[src/sv/pfb_pkg.sv]
package pfb_pkg;

    localparam int PanelWidth = 128;
    localparam int PanelPages = 8;
    localparam int ColW = 7;
    localparam int PageW = 3;
    localparam int AddrW = PageW + ColW;
    localparam int Depth = PanelWidth * PanelPages;
    localparam int ShiftColumns = 3;
    localparam int BarMargin = 2;
    localparam int FullPercent = 100;
    // divide by 100 as (p * 5243) >> 19, exact for p up to 251 * 100
    localparam int FillRecip = 5243;
    localparam int FillShift = 19;

    typedef enum logic [2:0] {
        OP_CLEAR = 3'd0,
        OP_PIXEL = 3'd1,
        OP_LINE  = 3'd2,
        OP_BAR   = 3'd3,
        OP_SCAN  = 3'd4,
        OP_SHIFT = 3'd5
    } t_op;

    typedef enum logic [3:0] {
        S_IDLE,
        S_CLEAR,
        S_MUL,
        S_DIV,
        S_DRAW,
        S_RMW,
        S_SCAN_RD,
        S_SCAN_OUT
    } t_state;

    // controller -> datapath
    typedef struct packed {
        logic load;       // capture input item
        logic clr_start;  // start clear sweep
        logic clr_step;   // write zero, advance
        logic mul;        // form fill product
        logic div_step;   // fill divide by reciprocal multiply
        logic draw_start; // reset draw walker
        logic rd;         // read store at draw pixel
        logic wr;         // write back and advance walker
        logic scan_rd;    // read store at shifted scan position
        logic scan_adv;   // advance scan counters
        logic shift_step; // anti-burn step
    } t_cmd;

    // datapath -> controller
    typedef struct packed {
        logic clr_done;
        logic draw_done;
        logic pix_ok;     // current walker pixel lies on the panel
    } t_stat;

endpackage

[src/sv/pfb_ctrl.sv]
module pfb_ctrl
    import pfb_pkg::*;
(
    input  logic   i_clk,
    input  logic   i_rst_n,
    input  logic   i_valid,
    input  logic [2:0] i_op,
    output logic   o_ready,
    input  logic   i_out_busy,
    output t_cmd   o_cmd,
    input  t_stat  i_stat
);

    t_state r_state, n_state;

    // reset starts a clearing pass over the whole store
    always_ff @(posedge i_clk) begin
        if (!i_rst_n) begin
            r_state <= S_CLEAR;
        end else begin
            r_state <= n_state;
        end
    end

    always_comb begin
        n_state = r_state;
        o_cmd   = '0;
        o_ready = 1'b0;
        unique case (r_state)
            S_IDLE: begin
                o_ready = 1'b1;
                if (i_valid) begin
                    o_cmd.load = 1'b1;
                    unique case (i_op)
                        OP_CLEAR: begin
                            o_cmd.clr_start = 1'b1;
                            n_state = S_CLEAR;
                        end
                        OP_PIXEL, OP_LINE: begin
                            o_cmd.draw_start = 1'b1;
                            n_state = S_DRAW;
                        end
                        OP_BAR:   n_state = S_MUL;
                        OP_SCAN:  n_state = S_SCAN_RD;
                        OP_SHIFT: o_cmd.shift_step = 1'b1;
                        default:  n_state = S_IDLE;
                    endcase
                end
            end
            S_CLEAR: begin
                o_cmd.clr_step = 1'b1;
                if (i_stat.clr_done) n_state = S_IDLE;
            end
            S_MUL: begin
                o_cmd.mul = 1'b1;
                n_state = S_DIV;
            end
            S_DIV: begin
                o_cmd.div_step = 1'b1;
                o_cmd.draw_start = 1'b1;
                n_state = S_DRAW;
            end
            S_DRAW: begin
                if (i_stat.draw_done) begin
                    n_state = S_IDLE;
                end else if (i_stat.pix_ok) begin
                    o_cmd.rd = 1'b1;
                    n_state = S_RMW;
                end else begin
                    o_cmd.wr = 1'b1; // skip off-panel pixel
                end
            end
            S_RMW: begin
                o_cmd.wr = 1'b1;
                n_state = S_DRAW;
            end
            S_SCAN_RD: begin
                if (!i_out_busy) begin
                    o_cmd.scan_rd = 1'b1;
                    n_state = S_SCAN_OUT;
                end
            end
            S_SCAN_OUT: begin
                o_cmd.scan_adv = 1'b1;
                n_state = S_IDLE;
            end
            default: n_state = S_IDLE;
        endcase
    end

endmodule

[config.mk]
export PLATFORM = sky130hd
export DESIGN_NAME = pfb_ctrl
export DESIGN_NICKNAME = d
export VERILOG_FILES = /design/src/sv/pfb_pkg.sv /design/src/sv/pfb_ctrl.sv
export SDC_FILE = /design/constraint.sdc
export NUM_CORES = 1
export LEC_CHECK = 0
export BUFFER_PORTS_ARGS = -buffer_cell sky130_fd_sc_hd__buf_4
export CORE_MARGIN = 8
export CORE_UTILIZATION = 30
export CTS_BUF_LIST = sky130_fd_sc_hd__clkbuf_8 sky130_fd_sc_hd__clkbuf_16
export DETAILED_ROUTE_END_ITERATION = 16
export GPL_ROUTABILITY_DRIVEN = 0
export MAX_ROUTING_LAYER = met4
export PLACE_DENSITY_LB_ADDON = 0.15
export SYNTH_ARGS = -nofsm -noshare
export SYNTH_HDL_FRONTEND = slang
export SYNTH_SLANG_ARGS = --single-unit
[constraint.sdc]
create_clock -name i_clk -period 1.8 [get_ports i_clk]
set_input_delay 0.27 -clock i_clk [delete_from_list [all_inputs] [get_ports i_clk]]
set_output_delay 0.27 -clock i_clk [all_outputs]
set_load 0.005 [all_outputs]
### Word level (Yosys, flattened, before mapping)

Index checks and enable logic that the tools add are counted.
Widths: inputs -> output; s select.

* equality and inequality tests: 17
* mux-type cells: 28
* reductions and logical operators: 5

Operator list (number)
* $pmux 4 s6: 1
* $mux 4: 5
* $pmux 4 s5: 1
* $eq 4x3->1 const B: 4
* $mux 1: 16
* $eq 4x2->1 const B: 2
* $ne 2x2->1 const B: 4
* $eq 3x2->1 const B: 2
* $eq 3x3->1 const B: 2
* $mux 2: 3
* $reduce_and 5->1: 1
* $eq 4x1->1 const B: 1
* $logic_not 4->1: 1
* $pmux 1 s2: 2
* $reduce_or 2->1: 2
* $eq 3x1->1 const B: 1
* $logic_not 3->1: 1
* $ne 3x3->1 const B: 1

* register bits: 4
* input bits: 10
* output and inout bits: 12
* logic and storage cells: 51

### Logic depth before layout (Yosys ltp)

* word-level depth: 5
* mapped depth: 5
* mapped depth without buffers: 4

### Worst setup path after synthesis

Ideal clock, no wire load.

* kind: flip-flop to output port
* start point: register r_state[2]
* end point: output o_cmd[5] (netlist name)
* data arrival time: 0.911 ns
* data required time: 1.530 ns
* path slack: 0.619 ns
* cell stages (with the launch flop): 4
* path buffers: 0
* path through: dfxtp_1 > nor2_2 > nand3_1 > o32ai_1

RTL lines
* start, declared: RTL line pfb_ctrl.sv:14 `t_state r_state, n_state;`
* start signal, assigned: RTL line pfb_ctrl.sv:21 `r_state <= n_state;`
* end, declared: RTL line pfb_ctrl.sv:10 `output t_cmd o_cmd,`

==> metrics.md <==
| Metric | Value |
|---|---|
| Crit Path Max Fanout | 11 |
| Vias | 472 |
| Comb pwr share | a little under a third |
| Vias in the first global route | approximately 460 |
| CTS tree | yes |
| H-tree depth | 1 |
| VDD IR max | about 270 uV |
| Die H | approximately 53 um |
| Synthesized instance count | 57 |
| Clock latency on the worst-skew pair | between 0.2 and 0.25 ns |
| Post-synth cell types | 35 |
| Final setup viols | 0 |
| Worst-case clock buffer depth | 2 |
| GRT Util Overall | a little under a tenth |
| Layout area overhead | 50.46% |
| Chip Width | 52.71 um |
| Layout Cells excl Fill | between 90 and 100 |
| MaxCap Viol Count | 0 |
| Num ports | 22 |
| Hold Path Class | input port to register |
| Routed WL | between 1000 and 1500 um |
| Warnings from Yosys | 0 |
| Setup TNS | 0 ns |
| Synth area leaders | dfxtp_1 (15%), buf_6 (5.6%), and3_1 (4.6%) |
| Sequential share of the synthesized area | between 10% and 20% |
| Most flop-heavy register | r_state |
| Internal power | 0.0002771 W |
| Synthesized area | around 400 um^2 |
| Router iterations before antenna repair | 3 |
| Sw Share | about 29% |
| Final min period | 1.665 ns |
| Routed len/inst | approximately 12 um |
| Antenna viol nets, final | 0 |
| Period utilization | 92.52% |
| Max Transition Viols Final | 0 |
| Fmax | approximately 600 MHz |
| Crit Path Class | register to output pin |
| Clock power frac | around 50% |
| Largest net degree at the start of global routing | 12 |
| Drt drc | 0 |
| Syn Area/Cell | slightly above 7 um^2 |
| Die area | ~2800 um^2 |
| Worst Path Required | between 1.5 and 2 ns |
| Post-synth net total | 67 |
| Layout cell share with drive strength beyond 1 | about two fifths |
| # rows | 13 |
| RSZ-0062 raised after global routing | false |
| Max reg flops | 3 |
| Post-CTS setup buffers | 0 |
| Fill cells | 137 |
| Leakage power | 0.3016 nW |
| Share of the synthesized area in the top cell type | 14.86% |
| Worst Skew | a little over 0.0006 ns |
| Core ar. | around 1300 um^2 |
| #FFs+latches synth | 3 |
| Reg clk slew, reported paths | approximately 0.03 ns |
| Sequential share of power | about 20% |
| Net Sw Power | around 0.00011 W |
| Relative slew slack | ~80% |
| CTS buffer count | 3 |
| Port bufs | 21 |
| Crit path launch type | register |
| Placed Area | approximately 560 um^2 |
| Crit end category | output pin |
| Drt first-iter violations | 1 |
| Final Hold Fails | 0 |
| Post-DP HPWL | 965.4 um |
| Slew @ Worst Pin | about 0.32 ns |
| Pwr/cell area | ~640 nW/um^2 |
| # hold bufs at CTS | 0 |
| Via density | between 4 and 5 |
| First-pass GRT wire length | 1952 um |
| CTS root buf | clkbuf_8 |
| Initial Util | between 30% and 40% |
| Initial antenna violation count | 0 |
| Nets | 91 |
| Biggest regs | r_state x3 |
| N_diodes | 0 |
| Placed Instances | 91 |
| Sequential cell area | about 60 um^2 |
| Design Area, Final | a little over 600 um^2 |
| Post-synth top area cell | dfxtp_1 |
| Grt total ovfl | 0 |
| Area of the multi-input gates | around 290 um^2 |
| PostCTS Resize Cnt | 0 |
| Clock Sinks | 3 |
| Status | complete, no violations |
| CP arrival | around 1.4 ns |
==> per-layer routing <==
metal | GRT usage (%) | wire (um) | up-vias
met5 | - | 0 | -
met4 | 5.172 | 21 | 0
met3 | 4.261 | 80 | 3
met2 | 13.24 | 491 | 18
met1 | 10.79 | 557 | 199
li1 | - | - | 252
==> through the flow <==
| stage | total power [W] | util, % | setup WS (ns) | hold WS (ns) |
|---|---|---|---|---|
| 3_5_place_dp | 0.0001998 | 43.82 | 0.3306 | 0.4958 |
| 4_1_cts | 0.0003937 | 47.32 | 0.1045 | 0.2691 |
| 3_3_place_gp | 0.0002002 | 43.82 | 0.3809 | 0.4941 |
| 6_report | 0.0003883 | 47.32 | 0.1346 | 0.2701 |
| 5_1_grt | 0.0004192 | 47.32 | 0.01527 | 0.2966 |
| 2_1_floorplan | 0.0001488 | - | 0.6192 | 0.3589 |
==> kinds of logic (layout without fill, tap and decap cells) <==
| group | count (synthesis) | after routing | share of synthesized area (%) |
|---|---|---|---|
| XOR/XNOR | 2 | 2 | 4.335 |
| AND/OR/NAND/NOR | 24 | 24 | 36.53 |
| AO/OA/AOI/OAI | 18 | 18 | 29.73 |
| flip-flops | 3 | 3 | 14.86 |
| buffers and inverters | 10 | 33 | 14.55 |
==> final cells by class <==
| cell class | count | area share, % |
|---|---|---|
| clock buffers | 3 | 6.790 |
| clock inverters | 1 | 0.6173 |
| multi-input cells | 44 | 46.91 |
| repair buffers | 24 | 29.63 |
| flip-flops and latches | 3 | 9.877 |
| inverters | 5 | 3.086 |
| well taps | 15 | 3.086 |
==> worst paths after layout <==
| kind | startpoint | to | slack, ns | depth (start not counted) |
|---|---|---|---|---|
| worst max-delay path | r_state[2]$_SDFFE_PN0P_ | o_cmd[5] | 0.13 | 4 |
| worst min-delay path | i_rst_n | r_state[0]$_SDFFE_PN1P_ | 0.27 | 2 |
| worst max register to register | r_state[2]$_SDFFE_PN0P_ | r_state[0]$_SDFFE_PN1P_ | 0.63 | 4 |
| worst min register to register | r_state[0]$_SDFFE_PN1P_ | r_state[0]$_SDFFE_PN1P_ | 0.60 | 2 |
==> worst max-delay path: stages (launching register included) <==
cell and delay [ns]:
dfxtp_1 0.39, nor2_2 0.18, nand3_1 0.17, o32ai_1 0.29
buf_4 0.15
==> cell usage after synthesis <==
library cell,number
o32ai_1,1
inv_1,4
and3_1,3
a21oi_2,1
o22ai_1,2
nor2_1,4
o311ai_1,1
nor2b_1,2
buf_6,2
nor4bb_1,1
buf_2,2
a21o_1,1
o211ai_1,2
buf_4,1
o21ai_1,2
nor3_4,1
a21boi_1,1
nand3_1,2
nand2_1,3
dfxtp_1,3
o21ai_0,2
nor3b_1,1
a211oi_1,1
nor3_1,1
a31oi_1,1
a21oi_1,2
o21a_1,1
xor2_1,1
xnor2_1,1
nor4_1,2
nand3b_1,1
nand2b_1,1
and3b_1,1
inv_2,1
nor2_2,1
==> cell usage in the layout (no fill, tap or decap), types with 2 or more instances in the layout <==
cell / netlist / routed
a21oi_1: 2 / 2
and3_1: 3 / 3
buf_4: 1 / 24
clkbuf_8: 0 / 3
dfxtp_1: 3 / 3
inv_1: 4 / 5
nand2_1: 3 / 3
nand3_1: 2 / 2
nor2_1: 4 / 4
nor2b_1: 2 / 2
nor4_1: 2 / 2
o211ai_1: 2 / 2
o21ai_0: 2 / 2
o21ai_1: 2 / 2
o22ai_1: 2 / 2
==> power groups by stage <==
stage	registers (W)	clock network [W]	logic [W]
floorplan	0.0000761	0	0.0000727
global route	0.0000801	0.000207	0.000132
detailed placement	0.0000799	0	0.000120
CTS	0.0000791	0.000194	0.000120
global placement	0.0000800	0	0.000120
finish	0.0000792	0.000191	0.000118
No activity file was read; power rests on OpenSTA's default activity.
